$ cat src/rtl/core/quad_prescaled_timer_bank_macros.svh
// Assertion helpers shared by the RTL files.
`ifndef QUAD_PRESCALED_TIMER_BANK_MACROS_SVH
`define QUAD_PRESCALED_TIMER_BANK_MACROS_SVH

// Same-cycle implication, disabled while reset is high.
`define QPT_ASSERT_SAME(label, clk, rst, ante, cons, msg) \
   label: assert property (@(posedge clk) disable iff (rst) (ante) |-> (cons)) \
      else $error(msg);

// Next-cycle implication, disabled while reset is high.
`define QPT_ASSERT_NEXT(label, clk, rst, ante, cons, msg) \
   label: assert property (@(posedge clk) disable iff (rst) (ante) |=> (cons)) \
      else $error(msg);

`endif

$ cat src/rtl/core/qpt_pkg.sv
`default_nettype none

package qpt_pkg;

   localparam int TIMER_SLOTS = 4;
   localparam int COUNT_W     = 16;
   localparam int PRESCALE_W  = 11;
   localparam int SEL_W       = 2;
   localparam int OFFSET_W    = 4;

   localparam int CTRL_IRQ_BIT = 6;
   localparam int CTRL_RUN_BIT = 7;

   localparam logic [COUNT_W-1:0] COUNT_MAX = '1;

   typedef enum logic [1:0] {
      CMD_TICK  = 2'd0,
      CMD_READ  = 2'd1,
      CMD_WRITE = 2'd2,
      CMD_NONE  = 2'd3
   } cmd_type;

   typedef struct packed {
      cmd_type                command;
      logic [OFFSET_W-1:0]    reg_offset;
      logic [COUNT_W-1:0]     write_data;
   } req_item_type;

   typedef struct packed {
      logic                   bad_access;
      logic [TIMER_SLOTS-1:0] overflow_pulse;
      logic [COUNT_W-1:0]     read_data;
   } rsp_item_type;

   // Per-timer update strobes, already qualified by the pipeline step.
   typedef struct packed {
      logic tick;
      logic load_count;
      logic load_ctrl;
   } qpt_ctl_type;

   // Prescale divider for a select code: 1, 64, 256 or 1024.
   function automatic logic [PRESCALE_W-1:0] divider_value(input logic [SEL_W-1:0] sel);
      logic [PRESCALE_W-1:0] div;
      case (sel)
         2'd0:    div = 11'd1;
         2'd1:    div = 11'd64;
         2'd2:    div = 11'd256;
         2'd3:    div = 11'd1024;
         default: div = 11'd1;
      endcase
      return div;
   endfunction

endpackage

`default_nettype wire

$ cat src/rtl/core/quad_prescaled_timer_bank.sv
// Channel  | Ports                       | Contents
// ---------+-----------------------------+-------------------------------------------
// request  | req_tvalid/tready/tdata/tuser | one tick, register read or register write
// response | rsp_tvalid/tready/tdata     | read data, overflow pulses, bad access flag
//
// One item per cycle sustained while the response side is ready; an accepted request
// passes through the input register, then the result register, to the response.
// Timer state updates in the same cycle the item moves into the result register.
// Synchronous active-high reset clears all timers and both pipeline valids.
// A stalled response holds the result register; the input register still takes
// one more item, then the request side stalls.
`default_nettype none

`include "quad_prescaled_timer_bank_macros.svh"

module quad_prescaled_timer_bank #(
   parameter int NUM_TIMERS = 4
) (
   input  wire         clock,
   input  wire         reset,

   input  wire         req_tvalid,
   output logic        req_tready,
   input  wire  [23:0] req_tdata,   // [3:0] reg_offset, [19:4] write_data, [23:20] zero
   input  wire  [1:0]  req_tuser,   // [1:0] command

   output logic        rsp_tvalid,
   input  wire         rsp_tready,
   output logic [23:0] rsp_tdata    // [15:0] read_data, [19:16] overflow_pulse,
                                    // [20] bad_access, [23:21] zero
);
   import qpt_pkg::*;

   // Pipeline registers: input stage and result stage.
   logic          in_valid_ff,  in_valid_in;
   req_item_type  in_ff,        in_in;
   logic          out_valid_ff, out_valid_in;
   rsp_item_type  out_ff,       out_in;

   logic          req_take;
   logic          step;

   // Decode of the item held in the input register.
   logic [1:0]    timer_sel;
   logic          is_control;
   logic          addr_ok;

   logic [TIMER_SLOTS-1:0][COUNT_W-1:0] counts;
   logic [TIMER_SLOTS-1:0]              wraps;

   // Advance the input item into the result stage whenever the result slot frees.
   assign step       = in_valid_ff && (!out_valid_ff || rsp_tready);
   assign req_tready = !in_valid_ff || step;
   assign req_take   = req_tvalid && req_tready;

   assign in_in.command    = cmd_type'(req_tuser[1:0]);
   assign in_in.reg_offset = req_tdata[OFFSET_W-1:0];
   assign in_in.write_data = req_tdata[OFFSET_W +: COUNT_W];

   assign timer_sel  = in_ff.reg_offset[3:2];
   assign is_control = in_ff.reg_offset[1];
   // Odd offsets and timers past the populated count hit nothing.
   assign addr_ok    = !in_ff.reg_offset[0] && ({1'b0, timer_sel} < 3'(NUM_TIMERS));

   // One timer per populated slot; empty slots read as zero.
   for (genvar t = 0; t < TIMER_SLOTS; t++) begin : g_slot
      if (t < NUM_TIMERS) begin : g_timer
         qpt_ctl_type ctl;
         logic        hit_me;

         assign hit_me         = step && addr_ok && (timer_sel == 2'(t));
         assign ctl.tick       = step && (in_ff.command == CMD_TICK);
         assign ctl.load_count = hit_me && (in_ff.command == CMD_WRITE) && !is_control;
         assign ctl.load_ctrl  = hit_me && (in_ff.command == CMD_WRITE) && is_control;

         qpt_timer u_timer (
            .clock       (clock),
            .reset       (reset),
            .ctl         (ctl),
            .write_data  (in_ff.write_data),
            .count_value (counts[t]),
            .wrap_pulse  (wraps[t])
         );
      end else begin : g_empty
         assign counts[t] = '0;
         assign wraps[t]  = 1'b0;
      end
   end

   // Build the response for the item in the input register.
   always_comb begin
      out_in.read_data      = '0;
      out_in.overflow_pulse = '0;
      out_in.bad_access     = 1'b0;
      case (in_ff.command)
         CMD_TICK: begin
            out_in.overflow_pulse = wraps;
         end
         CMD_READ: begin
            if (addr_ok && !is_control) begin
               out_in.read_data = counts[timer_sel];
            end else begin
               out_in.bad_access = 1'b1;
            end
         end
         CMD_WRITE: begin
            out_in.bad_access = !addr_ok;
         end
         default: begin
            // Unknown command: all-zero response, no state change.
         end
      endcase
   end

   always_comb begin
      in_valid_in = in_valid_ff;
      if (req_take) begin
         in_valid_in = 1'b1;
      end else if (step) begin
         in_valid_in = 1'b0;
      end
      out_valid_in = out_valid_ff;
      if (step) begin
         out_valid_in = 1'b1;
      end else if (rsp_tready) begin
         out_valid_in = 1'b0;
      end
   end

   always_ff @(posedge clock) begin
      if (reset) begin
         in_valid_ff  <= 1'b0;
         out_valid_ff <= 1'b0;
      end else begin
         in_valid_ff  <= in_valid_in;
         out_valid_ff <= out_valid_in;
      end
   end

   // Payload registers: load on accept or step, hold otherwise.
   always_ff @(posedge clock) begin
      if (req_take) begin
         in_ff <= in_in;
      end
      if (step) begin
         out_ff <= out_in;
      end
   end

   assign rsp_tvalid = out_valid_ff;
   assign rsp_tdata  = {3'b000, out_ff.bad_access, out_ff.overflow_pulse, out_ff.read_data};

   `QPT_ASSERT_SAME(a_bad_is_quiet, clock, reset, out_valid_ff && out_ff.bad_access, (out_ff.read_data == '0) && (out_ff.overflow_pulse == '0), "bad access carries data")
   `QPT_ASSERT_NEXT(a_pulse_only_tick, clock, reset, step && (in_ff.command != CMD_TICK), out_ff.overflow_pulse == '0, "overflow pulse outside a tick")
   `QPT_ASSERT_NEXT(a_data_only_read, clock, reset, step && (in_ff.command != CMD_READ), out_ff.read_data == '0, "read data outside a read")
   `QPT_ASSERT_NEXT(a_input_holds, clock, reset, in_valid_ff && !step, in_valid_ff && $stable(in_ff), "held input item changed")

endmodule

`default_nettype wire

$ cat src/rtl/core/qpt_timer.sv
`default_nettype none

module qpt_timer (
   input  wire                          clock,
   input  wire                          reset,
   input  qpt_pkg::qpt_ctl_type         ctl,
   input  wire  [qpt_pkg::COUNT_W-1:0]  write_data,
   output logic [qpt_pkg::COUNT_W-1:0]  count_value,
   output logic                         wrap_pulse
);
   import qpt_pkg::*;

   logic [COUNT_W-1:0]    count_ff,    count_in;
   logic [PRESCALE_W-1:0] prescale_ff, prescale_in;
   logic [SEL_W-1:0]      sel_ff,      sel_in;
   logic                  irq_ff,      irq_in;
   logic                  run_ff,      run_in;

   logic [PRESCALE_W-1:0] prescale_inc;
   logic                  hit;

   assign prescale_inc = prescale_ff + 1'b1;
   assign hit          = run_ff && (prescale_inc >= divider_value(sel_ff));
   assign count_value  = count_ff;
   // Raised when the next tick would wrap the counter with the interrupt on.
   assign wrap_pulse   = hit && irq_ff && (count_ff == COUNT_MAX);

   always_comb begin
      count_in    = count_ff;
      prescale_in = prescale_ff;
      sel_in      = sel_ff;
      irq_in      = irq_ff;
      run_in      = run_ff;
      if (ctl.tick && run_ff) begin
         if (hit) begin
            prescale_in = '0;
            count_in    = count_ff + 1'b1;
         end else begin
            prescale_in = prescale_inc;
         end
      end
      if (ctl.load_count) begin
         count_in    = write_data;
         prescale_in = '0;
      end
      if (ctl.load_ctrl) begin
         prescale_in = '0;
         sel_in      = write_data[SEL_W-1:0];
         irq_in      = write_data[CTRL_IRQ_BIT];
         run_in      = write_data[CTRL_RUN_BIT];
      end
   end

   always_ff @(posedge clock) begin
      if (reset) begin
         count_ff    <= '0;
         prescale_ff <= '0;
         sel_ff      <= '0;
         irq_ff      <= 1'b0;
         run_ff      <= 1'b0;
      end else begin
         count_ff    <= count_in;
         prescale_ff <= prescale_in;
         sel_ff      <= sel_in;
         irq_ff      <= irq_in;
         run_ff      <= run_in;
      end
   end

endmodule

`default_nettype wire

$ cat config.mk
export PLATFORM = sky130hd
export DESIGN_NAME = quad_prescaled_timer_bank
export DESIGN_NICKNAME = d
export VERILOG_FILES = /design/src/rtl/core/qpt_pkg.sv /design/src/rtl/core/quad_prescaled_timer_bank.sv /design/src/rtl/core/qpt_timer.sv
export VERILOG_INCLUDE_DIRS = /design/src /design/src/rtl/core
export SDC_FILE = /design/constraint.sdc
export NUM_CORES = 1
export LEC_CHECK = 0
export ABC_AREA = 1
export CAP_MARGIN = 5
export CORE_MARGIN = 4
export CORE_UTILIZATION = 60
export CTS_BUF_LIST = sky130_fd_sc_hd__clkbuf_2
export CTS_CLUSTER_SIZE = 14
export DETAILED_ROUTE_END_ITERATION = 10
export DONT_BUFFER_PORTS = 1
export GPL_TIMING_DRIVEN = 0
export PLACE_DENSITY_LB_ADDON = 0.05
export SYNTH_ARGS = -nofsm -noshare
export SYNTH_HDL_FRONTEND = slang
export SYNTH_HIERARCHICAL = 1
export SYNTH_SLANG_ARGS = --single-unit
export TNS_END_PERCENT = 50
$ cat constraint.sdc
create_clock -name clock -period 4.6 [get_ports clock]
set_clock_uncertainty 0.05 [all_clocks]
set_input_delay 0.46 -clock clock [delete_from_list [all_inputs] [get_ports clock]]
set_output_delay 0.46 -clock clock [all_outputs]
set_load 0.02 [all_outputs]
==> metrics.txt, run 1 <==
# TYPE chip_impl_metric gauge
chip_impl_metric{name="boundaryPins",unit=""} 56
chip_impl_metric{name="synth_largest_type_area_fraction",unit="%"} 23.4
chip_impl_metric{name="grt_pass1_vias",unit=""} 9348
chip_impl_metric{name="synthCells",unit=""} 1534
chip_impl_metric{name="largest_net_degree_at_the_start_of_global_routing",unit=""} 23
chip_impl_metric{name="detail-route-antenna-nets",unit=""} 0
chip_impl_metric{name="initial_core_utilization",unit="%"} 61.7
chip_impl_metric{name="synth.avg_cell_area",unit="µm²"} 7.03
chip_impl_metric{name="yosys_register_bits",unit=""} 169
chip_impl_metric{name="cap_viol_max_count",unit=""} 0
chip_impl_metric{name="via_count",unit=""} 10300
chip_impl_metric{name="period_needed",unit="ns"} 3.55
chip_impl_metric{name="worstPathArrival",unit="ns"} 4.14
chip_impl_metric{name="synth-xor-area-share",unit="%"} 2.27
chip_impl_metric{name="slew_viol_final",unit=""} 0
chip_impl_metric{name="holdWs",unit="ns"} 0.0509
chip_impl_metric{name="critical_path.max_fanout",unit=""} 9
chip_impl_metric{name="required",unit="ns"} 5.20
chip_impl_info{name="synth_top_family_by_area",value="simple AND/OR/NAND/NOR gates"} 1
chip_impl_info{name="crit-reg2reg-launch",value="g_slot[1].g_timer.u_timer/prescale_ff[0]"} 1
chip_impl_metric{name="syn-cell-area",unit="µm²"} 10800
chip_impl_metric{name="synth-edff-count",unit=""} 43
chip_impl_metric{name="drcViolationCount",unit=""} 0
chip_impl_metric{name="slew_headroom",unit="%"} 36.1
chip_impl_info{name="crit_path_end_kind",value="flip-flop"} 1
chip_impl_metric{name="core-area",unit="µm²"} 17500
chip_impl_metric{name="synth-seq-area-share",unit="%"} 35.3
chip_impl_metric{name="layout_setup_ws",unit="ns"} 1.05
chip_impl_metric{name="min_path_cells",unit=""} 2
chip_impl_metric{name="number_of_antenna_violations_at_the_first_check_in_global_routing",unit=""} 1
chip_impl_metric{name="detail_route.wl_per_cell",unit="µm"} 15.8
chip_impl_info{name="timing.hold.worst_endpoint",value="g_slot[3].g_timer.u_timer/count_value[10]"} 1
chip_impl_info{name="clk_root_buffer_cell",value="clkbuf_2"} 1
chip_impl_metric{name="synthMuxAreaShare",unit="%"} 0
chip_impl_metric{name="fmax",unit="GHz"} 0.282
chip_impl_metric{name="peak_supply_drop",unit="mV"} 0.196
chip_impl_metric{name="globalRoute.totalOverflow",unit=""} 0
chip_impl_metric{name="placement.io_buffers",unit=""} 0
chip_impl_metric{name="design.die.area",unit="µm²"} 20200
chip_impl_metric{name="path_clk_slew",unit="ns"} 0.24
chip_impl_metric{name="synth_fa_ha_area_share",unit="%"} 3.13
chip_impl_info{name="synth_area_leaders",value="dfxtp_1 (23%), nand2_1 (14%), edfxtp_1 (12%)"} 1
chip_impl_metric{name="share_of_the_synthesized_area_in_compound_gates_ao_oa_aoi_oai",unit="%"} 11.3
chip_impl_metric{name="grtUsageTotal",unit="%"} 28.7
chip_impl_metric{name="post_synth_and_or_nand_nor_area_fraction",unit="%"} 39.5
chip_impl_metric{name="dpl_cell_area",unit="µm²"} 11100
chip_impl_metric{name="finalSetupViolations",unit=""} 0
chip_impl_metric{name="r2r_setup_slack",unit="ns"} 1.05
chip_impl_metric{name="layout_cells_sized_above_1",unit="%"} 12.8
chip_impl_metric{name="final-hold-violation-count",unit=""} 0
chip_impl_metric{name="routed_wire_length",unit="µm"} 28700
chip_impl_info{name="critical_setup_path_class",value="reg2reg"} 1
chip_impl_metric{name="post_synth_num_cell_types",unit=""} 39
chip_impl_info{name="tritoncts",value="yes"} 1
chip_impl_metric{name="final_area",unit="µm²"} 11600
chip_impl_metric{name="r2r.worst_path.cells",unit=""} 18
chip_impl_metric{name="ctsResizeCount",unit=""} 0
chip_impl_info{name="outcome",value="complete, no violations"} 1
chip_impl_metric{name="num_rows",unit=""} 48
chip_impl_metric{name="place_congestion",unit=""} 0.993
chip_impl_info{name="min-delay-path-class",value="in2reg"} 1
chip_impl_metric{name="asr_flop_ratio_synth",unit="%"} 0
chip_impl_metric{name="clock_tree.buffer_depth",unit=""} 2
chip_impl_metric{name="area_growth",unit="%"} 7.10
chip_impl_metric{name="drt_first_iter_violations",unit=""} 992
chip_impl_metric{name="dp_worst_setup_slack",unit="ns"} 1.20
chip_impl_info{name="hold_path_startpoint",value="reset"} 1
chip_impl_metric{name="layout_worst_path_cycle_share",unit="%"} 77.1
chip_impl_metric{name="hpwl",unit="µm"} 20700
chip_impl_metric{name="clock_sink_count",unit=""} 169
chip_impl_metric{name="route.detailed.vias_per_inst",unit=""} 5.65
chip_impl_metric{name="ys_warn_count",unit=""} 6
chip_impl_metric{name="final.setup.tns",unit="ns"} 0
chip_impl_metric{name="dieWidth",unit="µm"} 142
chip_impl_metric{name="die_height",unit="µm"} 142
chip_impl_metric{name="drt_pass1_iterations",unit=""} 6
chip_impl_metric{name="leakage_power_total",unit="nW"} 4.61
chip_impl_metric{name="tightestPinTransition",unit="ns"} 0.957
chip_impl_metric{name="dp.cells",unit=""} 1761
chip_impl_metric{name="powerDensity",unit="nW/µm²"} 216
chip_impl_info{name="worst_setup_path_start_kind",value="flip-flop"} 1
chip_impl_metric{name="cts_buffers",unit=""} 17
chip_impl_metric{name="design.final.nets",unit=""} 1637
chip_impl_metric{name="htree_levels",unit=""} 4
chip_impl_metric{name="grt_first_pass_wirelength",unit="µm"} 46800
chip_impl_metric{name="layout.cells.non_filler",unit=""} 1818
chip_impl_info{name="reg2reg_to",value="rsp_tdata[17]"} 1
chip_impl_info{name="rsz_0062_raised_after_global_routing",value="false"} 1
chip_impl_metric{name="clkLatencyLatePin",unit="ns"} 0.76
chip_impl_info{name="yosys_most_used_dff",value="dfxtp_1"} 1
chip_impl_info{name="post-synth-top-area-cell",value="dfxtp_1"} 1
how the worst max path moves through the flow:
stage	end	startpoint	slack, ns	depth (start not counted)
after floorplan	g_slot[3].g_timer.u_timer/count_value[15]	g_slot[3].g_timer.u_timer/prescale_ff[0]	1.78	17
after global placement	rsp_tdata[17]	g_slot[1].g_timer.u_timer/prescale_ff[0]	1.23	18
after detailed placement	rsp_tdata[17]	g_slot[1].g_timer.u_timer/prescale_ff[0]	1.20	18
after CTS	rsp_tdata[17]	g_slot[1].g_timer.u_timer/prescale_ff[0]	1.14	18
after global routing	rsp_tdata[17]	g_slot[1].g_timer.u_timer/prescale_ff[0]	0.84	18
final	rsp_tdata[17]	g_slot[1].g_timer.u_timer/prescale_ff[0]	1.05	18
cell families after synthesis:
group	Yosys count
buffers and inverters	196
adder cells (fa/ha/maj)	27
other	1
flip-flops	169
AO/OA/AOI/OAI	207
AND/OR/NAND/NOR	906
XOR/XNOR	28
registers in the layout, summed over array words and instances (netlist names):
name	flops
rsp_tdata	21
g_slot.g_timer.u_timer/count_value	64
g_slot.g_timer.u_timer/prescale_ff	44
g_slot.g_timer.u_timer/run_ff	4
in_valid_ff	1
in_ff	22
rsp_tvalid	1
g_slot.g_timer.u_timer/sel_ff	8
g_slot.g_timer.u_timer/irq_ff	4
what timing repair did:
action / 4_1_cts / 5_1_grt
hold buffers: 25 / 0
setup endpoints to repair: 0 / 0
endpoints found under the hold margin: 38 / 0
buffers inserted: 0 / 0
power breakdown:
part	internal (W)	switching, W	total (W)	leakage (nW)
registers	0.00155	0.0000491	0.00160	1.42
logic	0.0000383	0.0000767	0.000115	3.05
clock network	0.000255	0.000530	0.000784	0.140
Yosys cell counts, types with 5 or more instances:
library cell    n
nor2_1        126
nor3_2          6
nand2_2        50
o21ai_0        68
inv_1         119
ha_1           27
buf_4          17
nand2_8         8
or2_2           8
xor2_1         24
dfxtp_1       126
buf_6           5
nand4_1        20
a21oi_1        79
nor2_2          8
nor3b_1         9
edfxtp_1       43
a21oi_2        40
nand2_1       415
clkbuf_1       36
nor2_4          8
nand3b_1        5
nand3_1       212
nor3_1         22
inv_2           8
through the flow:
stage | power, W | utilization [%]
floorplan | 0.00168 | -
global placement | 0.00172 | 63.4
detailed placement | 0.00172 | 63.4
CTS | 0.00251 | 66.1
global route | 0.00258 | 66.1
finish | 0.00250 | 66.1
placed cells by master, fill, tap and decap left out, drive strengths merged, types with 24 or more instances in the layout:
cell type	n
a21oi	119
buf	27
nand2	477
dfxtp	126
nor2	143
o21ai	72
inv	131
nand3	216
clkbuf	56
ha	27
dlygate4sd3	25
edfxtp	43
xor2	24
nor3	28
area by class of cell:
| class | instances | area, µm² |
|---|---|---|
| Timing Repair Buffer | 25 | 250 |
| Clock buffer | 20 | 100 |
| Clock inverter | 11 | 124 |
| Multi-Input combinational cell | 1171 | 6080 |
| Inverter | 133 | 504 |
| Buffer | 63 | 404 |
| Sequential cell | 169 | 3810 |
| Fill cell | 1583 | 5920 |
| Antenna cell | 1 | 2.50 |
| Tap cell | 225 | 282 |
critical path, cell delays in order, from the launching register on:
cell     delay, ns
dfxtp_1       0.59
ha_1          0.27
nand2_1       0.12
nor3_1        0.27
nand2_1       0.11
nor2_1        0.13
xor2_1        0.23
ha_1          0.22
nand3_1       0.09
nor2_1        0.10
nand2_1       0.05
nor2_1        0.10
nand2_1       0.07
nand2_1       0.08
inv_2         0.04
nand2_4       0.10
nor3b_1       0.66
nand2_1       0.12
inv_1         0.07
per-layer routing:
| metal | global-route usage, % | wire length [µm] |
|---|---|---|
| met2 | 45.0 | 12900 |
| met3 | 4.94 | 2300 |
| met4 | 8.18 | 662 |
| met1 | 40.8 | 12900 |
| met5 | 0 | 0 |
(Power assumes the default switching activity.)
==> run 2, diff against run 1 <==
clock period = 3.1 ns   (was 4.6 ns; I/O delays follow)
==> metrics.txt, run 2 (synthesis results as in run 1) <==
# TYPE chip_impl_metric gauge
chip_impl_metric{name="area_taken_by_multi_input_logic_gates",unit="µm²"} 6180
chip_impl_metric{name="final.setup.tns",unit="ns"} 0
chip_impl_metric{name="holdWs",unit="ns"} 0.114
chip_impl_metric{name="grt_first_pass_wirelength",unit="µm"} 46700
chip_impl_info{name="min-delay-path-class",value="in2reg"} 1
chip_impl_info{name="crit_path_end_kind",value="flip-flop"} 1
chip_impl_metric{name="htree_levels",unit=""} 4
chip_impl_metric{name="placement.io_buffers",unit=""} 0
chip_impl_metric{name="drt_first_iter_violations",unit=""} 970
chip_impl_metric{name="route.met3.wl",unit="µm"} 2420
chip_impl_metric{name="worstPathArrival",unit="ns"} 3.57
chip_impl_metric{name="path_clk_slew",unit="ns"} 0.24
chip_impl_metric{name="grt_pass1_vias",unit=""} 9332
chip_impl_info{name="clk_root_buffer_cell",value="clkbuf_2"} 1
chip_impl_metric{name="place_congestion",unit=""} 0.993
chip_impl_metric{name="leakage_power_total",unit="nW"} 4.77
chip_impl_metric{name="largest_register_ff_count",unit=""} 64
chip_impl_metric{name="layout_worst_path_cycle_share",unit="%"} 95.9
chip_impl_metric{name="finalSetupViolations",unit=""} 0
chip_impl_metric{name="initial_core_utilization",unit="%"} 61.7
chip_impl_metric{name="powerDensity",unit="nW/µm²"} 312
chip_impl_metric{name="r2r.worst_path.cells",unit=""} 20
chip_impl_metric{name="grtUsageTotal",unit="%"} 28.6
chip_impl_metric{name="final_area",unit="µm²"} 11900
chip_impl_metric{name="drt_pass1_iterations",unit=""} 5
chip_impl_metric{name="cts_buffers",unit=""} 17
chip_impl_metric{name="detail_route.wl_per_cell",unit="µm"} 15.9
chip_impl_metric{name="dpl_cell_area",unit="µm²"} 11100
chip_impl_metric{name="boundaryPins",unit=""} 56
chip_impl_metric{name="route.detailed.vias_per_inst",unit=""} 5.62
chip_impl_metric{name="tightestPinTransition",unit="ns"} 0.934
chip_impl_metric{name="routed_wire_length",unit="µm"} 29200
chip_impl_info{name="outcome",value="complete, no violations"} 1
chip_impl_metric{name="area.sequential",unit="µm²"} 3840
chip_impl_metric{name="num_rows",unit=""} 48
chip_impl_metric{name="largest_net_degree_at_the_start_of_global_routing",unit=""} 23
chip_impl_metric{name="via_count",unit=""} 10300
chip_impl_metric{name="number_of_antenna_violations_at_the_first_check_in_global_routing",unit=""} 1
chip_impl_metric{name="fillerInstances",unit=""} 1532
chip_impl_info{name="timing.hold.worst_endpoint",value="in_ff[5]"} 1
chip_impl_metric{name="slew_headroom",unit="%"} 37.7
chip_impl_metric{name="area_growth",unit="%"} 9.91
chip_impl_metric{name="required",unit="ns"} 3.70
chip_impl_metric{name="fmax",unit="GHz"} 0.336
chip_impl_metric{name="detail-route-antenna-nets",unit=""} 0
chip_impl_info{name="tritoncts",value="yes"} 1
chip_impl_metric{name="detailed_route_wire_length_on_metal_1",unit="µm"} 12800
chip_impl_metric{name="drcViolationCount",unit=""} 0
chip_impl_metric{name="cap_viol_max_count",unit=""} 0
chip_impl_metric{name="core-area",unit="µm²"} 17500
chip_impl_info{name="crit_start",value="g_slot[3].g_timer.u_timer/prescale_ff[0]"} 1
chip_impl_metric{name="post-layout-total-power",unit="W"} 0.00370
chip_impl_metric{name="clock_tree.buffer_depth",unit=""} 2
chip_impl_info{name="crit-reg2reg-launch",value="g_slot[3].g_timer.u_timer/prescale_ff[0]"} 1
chip_impl_metric{name="hpwl",unit="µm"} 20700
chip_impl_metric{name="peak_supply_drop",unit="mV"} 0.310
chip_impl_metric{name="die_height",unit="µm"} 142
chip_impl_metric{name="globalRoute.totalOverflow",unit=""} 0
chip_impl_info{name="top_signal_layer_used",value="met4"} 1
chip_impl_info{name="critical_setup_path_class",value="reg2reg"} 1
chip_impl_info{name="layout.cells.most_common_list",value="nand2_1 (413), nand3_1 (212), nor2_1 (124), inv_1 (119), dfxtp_1 (118)"} 1
chip_impl_metric{name="design.final.nets",unit=""} 1656
chip_impl_metric{name="slew_viol_final",unit=""} 0
chip_impl_metric{name="finalCoreUtilization",unit="%"} 67.9
chip_impl_info{name="worst_setup_path_start_kind",value="flip-flop"} 1
chip_impl_metric{name="dieWidth",unit="µm"} 142
chip_impl_metric{name="design.die.area",unit="µm²"} 20200
chip_impl_metric{name="min_path_cells",unit=""} 1
chip_impl_metric{name="clkLatencyLatePin",unit="ns"} 0.75
chip_impl_info{name="layout.cells.most_common",value="nand2_1"} 1
chip_impl_metric{name="met2WireLength",unit="µm"} 13300
chip_impl_metric{name="clock_sink_count",unit=""} 169
chip_impl_metric{name="final-hold-violation-count",unit=""} 0
chip_impl_metric{name="period_needed",unit="ns"} 2.97
chip_impl_metric{name="layout_cells_sized_above_1",unit="%"} 15.3
chip_impl_info{name="hold_path_startpoint",value="req_tdata[9]"} 1
chip_impl_metric{name="r2r_setup_slack",unit="ns"} 0.13
chip_impl_info{name="reg2reg_to",value="g_slot[3].g_timer.u_timer/count_value[7]"} 1
chip_impl_metric{name="critical_path.max_fanout",unit=""} 10
## run 2: cell types whose count changed in the layout (fill, tap and decap cells not counted), moves of 3 or more
cell / change
ha_1: -3
buf_6: +6
buf_4: +11
nor3_2: +6
nor3_1: -8
dfxtp_4: +5
dfxtp_1: -8
dfxtp_2: +3
## run 2: worst max-delay path: stages, from the launching register on
cell and delay (ns):
dfxtp_4 0.44, ha_2 0.21, nand2_1 0.10, nor3_2 0.24, nand2_1 0.14, nor2_2 0.12
xor2_1 0.09, ha_1 0.34, nand3_1 0.09, nor2_1 0.11, nand2_1 0.06, nor2_1 0.10
nand2_1 0.07, nand2_1 0.07, inv_2 0.04, nand2_4 0.08, nand2_8 0.09, nand2_8 0.10
buf_12 0.15, nand2_2 0.06, a21oi_2 0.11
## run 2: cell type report
class | instances | share of cell area [%]
repair buffers | 44 | 3.44
multi-input cells | 1171 | 52.1
well taps | 225 | 2.37
plain buffers | 63 | 3.60
clock buffers | 20 | 0.844
clock inverters | 11 | 1.04
diodes | 1 | 0.0211
inverters | 133 | 4.25
flip-flops and latches | 169 | 32.3
## run 2: power by group
| group | internal (W) | switching [W] |
|---|---|---|
| Combinational | 0.0000577 | 0.000114 |
| Clock | 0.000378 | 0.000781 |
| Sequential | 0.00230 | 0.0000728 |
## run 2: per-stage QoR
| stage | worst slack [ns] | std cells |
|---|---|---|
| finish | 0.128 | 1837 |
| global route | -0.0992 | 1837 |
| CTS | 0.00968 | 1818 |
| detailed placement | -0.303 | 1761 |
| global placement | -0.272 | 1761 |
| floorplan | 0.280 | 1536 |
## run 2: worst max path at each step
stage	to	slack (ns)	cells past startpoint
6_report	g_slot[3].g_timer.u_timer/count_value[7]	0.13	20
5_1_grt	g_slot[3].g_timer.u_timer/count_value[0]	-0.1	20
4_1_cts	g_slot[1].g_timer.u_timer/count_value[4]	0.01	16
3_5_place_dp	rsp_tdata[17]	-0.30	18
3_3_place_gp	rsp_tdata[17]	-0.27	18
2_1_floorplan	g_slot[3].g_timer.u_timer/count_value[15]	0.28	17
## run 2: timing repair
action | CTS | global route
hold endpoints to repair | 49 | 0
buffers inserted | 0 | 18
pin swaps | 0 | 15
hold buffers | 26 | 0
gates resized for setup | 14 | 27
endpoints found under the setup margin | 96 | 104
## run 2: metal layers
metal	GRT usage, %	vias to the layer above
li1	-	5181
met1	40.5	4716
met2	45.1	381
met3	5.07	39
met4	8.18	0
met5	0	-
==> run 3, diff against run 2 <==
PLACE_DENSITY = 0.79   (was unset)
PLACE_DENSITY_LB_ADDON = unset   (was 0.05)
==> metrics.txt, run 3 (synthesis results as in run 1) <==
# TYPE chip_impl_metric gauge
chip_impl_info{name="outcome",value="complete, no violations"} 1
chip_impl_metric{name="leakage_power_total",unit="nW"} 4.85
chip_impl_metric{name="layout_cells_sized_above_1",unit="%"} 15.6
chip_impl_info{name="worst_setup_path_start_kind",value="flip-flop"} 1
chip_impl_metric{name="design.die.area",unit="µm²"} 20200
chip_impl_info{name="critical_setup_path_class",value="reg2reg"} 1
chip_impl_metric{name="cts_buffers",unit=""} 17
chip_impl_metric{name="drcViolationCount",unit=""} 0
chip_impl_metric{name="largest_register_ff_count",unit=""} 64
chip_impl_metric{name="design.final.nets",unit=""} 1670
chip_impl_info{name="clk_root_buffer_cell",value="clkbuf_2"} 1
chip_impl_metric{name="clock_sink_count",unit=""} 169
chip_impl_info{name="layout.cells.most_common_list",value="nand2_1 (413), nand3_1 (212), nor2_1 (126), inv_1 (119), dfxtp_1 (117)"} 1
chip_impl_metric{name="netSwitchingPower",unit="W"} 0.00120
chip_impl_metric{name="drt_pass1_iterations",unit=""} 7
chip_impl_metric{name="dieWidth",unit="µm"} 142
chip_impl_info{name="min-delay-path-class",value="in2reg"} 1
chip_impl_metric{name="clock_tree.buffer_depth",unit=""} 2
chip_impl_metric{name="dpl_cell_area",unit="µm²"} 11100
chip_impl_info{name="crit_path_end_kind",value="flip-flop"} 1
chip_impl_metric{name="fmax",unit="GHz"} 0.331
chip_impl_metric{name="critical_path.max_fanout",unit=""} 10
chip_impl_metric{name="placement.io_buffers",unit=""} 0
chip_impl_metric{name="period_needed",unit="ns"} 3.03
chip_impl_metric{name="htree_levels",unit=""} 4
chip_impl_metric{name="grt_pass1_vias",unit=""} 9367
chip_impl_metric{name="routed_wire_length",unit="µm"} 30400
chip_impl_metric{name="peak_supply_drop",unit="mV"} 0.325
chip_impl_metric{name="finalSetupViolations",unit=""} 0
chip_impl_metric{name="num_rows",unit=""} 48
chip_impl_metric{name="boundaryPins",unit=""} 56
chip_impl_metric{name="final_area",unit="µm²"} 12100
chip_impl_metric{name="slew_headroom",unit="%"} 29.5
chip_impl_info{name="tritoncts",value="yes"} 1
chip_impl_metric{name="drt_first_iter_violations",unit=""} 1027
chip_impl_metric{name="switching_share_of_power",unit="%"} 31.1
chip_impl_metric{name="cap_viol_max_count",unit=""} 0
chip_impl_metric{name="place_congestion",unit=""} 0.993
chip_impl_info{name="layout.cells.most_common",value="nand2_1"} 1
chip_impl_metric{name="via_count",unit=""} 10600
chip_impl_metric{name="path_clk_slew",unit="ns"} 0.31
chip_impl_metric{name="die_height",unit="µm"} 142
chip_impl_metric{name="pwr-share-seq",unit="%"} 61.2
chip_impl_metric{name="clkLatencyLatePin",unit="ns"} 0.80
chip_impl_metric{name="initial_core_utilization",unit="%"} 61.7
chip_impl_metric{name="power.share.clock",unit="%"} 33.8
chip_impl_metric{name="route.detailed.vias_per_inst",unit=""} 5.71
chip_impl_metric{name="tightestPinTransition",unit="ns"} 1.06
chip_impl_metric{name="core-area",unit="µm²"} 17500
chip_impl_metric{name="area_growth",unit="%"} 12.0
chip_impl_metric{name="detail_route.wl_per_cell",unit="µm"} 16.4
chip_impl_metric{name="post-layout-total-power",unit="W"} 0.00388
chip_impl_metric{name="required",unit="ns"} 3.79
chip_impl_metric{name="globalRoute.totalOverflow",unit=""} 0
chip_impl_metric{name="powerDensity",unit="nW/µm²"} 321
chip_impl_metric{name="grtUsageTotal",unit="%"} 29.0
chip_impl_metric{name="slew_viol_final",unit=""} 0
chip_impl_metric{name="holdWs",unit="ns"} 0.0717
chip_impl_metric{name="layout_worst_path_cycle_share",unit="%"} 97.6
chip_impl_metric{name="hpwl",unit="µm"} 20500
chip_impl_metric{name="worstPathArrival",unit="ns"} 3.71
chip_impl_metric{name="detail-route-antenna-nets",unit=""} 0
chip_impl_metric{name="largest_net_degree_at_the_start_of_global_routing",unit=""} 23
chip_impl_metric{name="combinational_cell_fraction_of_total_power",unit="%"} 4.9
chip_impl_metric{name="internal_power",unit="W"} 0.00267
chip_impl_metric{name="final-hold-violation-count",unit=""} 0
chip_impl_metric{name="grt_first_pass_wirelength",unit="µm"} 47000
chip_impl_metric{name="number_of_antenna_violations_at_the_first_check_in_global_routing",unit=""} 1
-- run 3: changes by cell type in the layout (fill, tap and decap cells not counted), sizes merged --
cell / before / now
buf: 45 / 46
bufinv: 2 / 0
clkbuf: 56 / 54
inv: 131 / 137
diode: 1 / 2
dlygate4sd3: 26 / 38
-- run 3: per-layer routing --
| metal | global-route usage, % | part of all wire [%] | vias up |
|---|---|---|---|
| met4 | 9.24 | 2.9 | 0 |
| met3 | 6.82 | 10 | 69 |
| met1 | 39.6 | 42 | 4802 |
| li1 | - | - | 5218 |
| met5 | 0 | 0 | - |
| met2 | 45.6 | 45 | 484 |
-- run 3: path summary, 6_finish.rpt --
check                                                 start                                        end  slack [ns]  depth (start not counted)
setup / recovery   g_slot[1].g_timer.u_timer/prescale_ff[0]   g_slot[1].g_timer.u_timer/count_value[6]        0.07                         16
hold / removal                                req_tdata[18]                                  in_ff[14]        0.07                          1
setup reg to reg   g_slot[1].g_timer.u_timer/prescale_ff[0]   g_slot[1].g_timer.u_timer/count_value[6]        0.07                         16
hold reg to reg   g_slot[2].g_timer.u_timer/prescale_ff[10]  g_slot[2].g_timer.u_timer/prescale_ff[10]        0.45                          2
-- run 3: cell type report --
class                           instances  area [µm²]
Sequential cell                       169        3840
Antenna cell                            2        5.00
Tap cell                              225         282
Timing Repair Buffer                   58         548
Buffer                                 63         439
Fill cell                            1501        5390
Clock inverter                         15         196
Inverter                              133         508
Clock buffer                           17        85.1
Multi-Input combinational cell       1171        6190
-- run 3: power by group through the flow --
stage	sequential (W)	clock (W)	combinational (W)
global route	0.00237	0.00144	0.000205
CTS	0.00237	0.00133	0.000180
detailed placement	0.00241	0	0.000144
global placement	0.00241	0	0.000141
finish	0.00237	0.00131	0.000192
floorplan	0.00238	0	0.000108
-- run 3: per-stage QoR --
stage	instances	worst slack (ns)	util (%)	setup TNS, ns
CTS	1828	0.0129	67.3	0
floorplan	1536	0.280	-	0
global placement	1761	-0.183	63.4	-4.56
global route	1853	-0.0910	69.2	-0.992
finish	1853	0.0747	69.2	0
detailed placement	1761	-0.179	63.4	-8.96
-- run 3: critical path: stages (launching register included) --
cell,delay [ns]
dfxtp_4,0.46
ha_4,0.16
nand2_2,0.09
nor3_4,0.26
nand2_2,0.11
nor3_4,0.19
xor2_1,0.21
ha_1,0.28
or2_2,0.30
nand2_1,0.09
nand2_1,0.07
inv_2,0.07
nand2_4,0.07
nand2_8,0.12
buf_8,0.15
nand3_1,0.11
a21oi_2,0.17
-- run 3: what timing repair did --
item / CTS / global route
pin swaps: 0 / 20
hold buffers: 35 / 3
endpoints found under the setup margin: 103 / 88
hold endpoints to repair: 59 / 3
setup buffers: 0 / 19
gates resized for setup: 16 / 32
gates cloned: 0 / 1
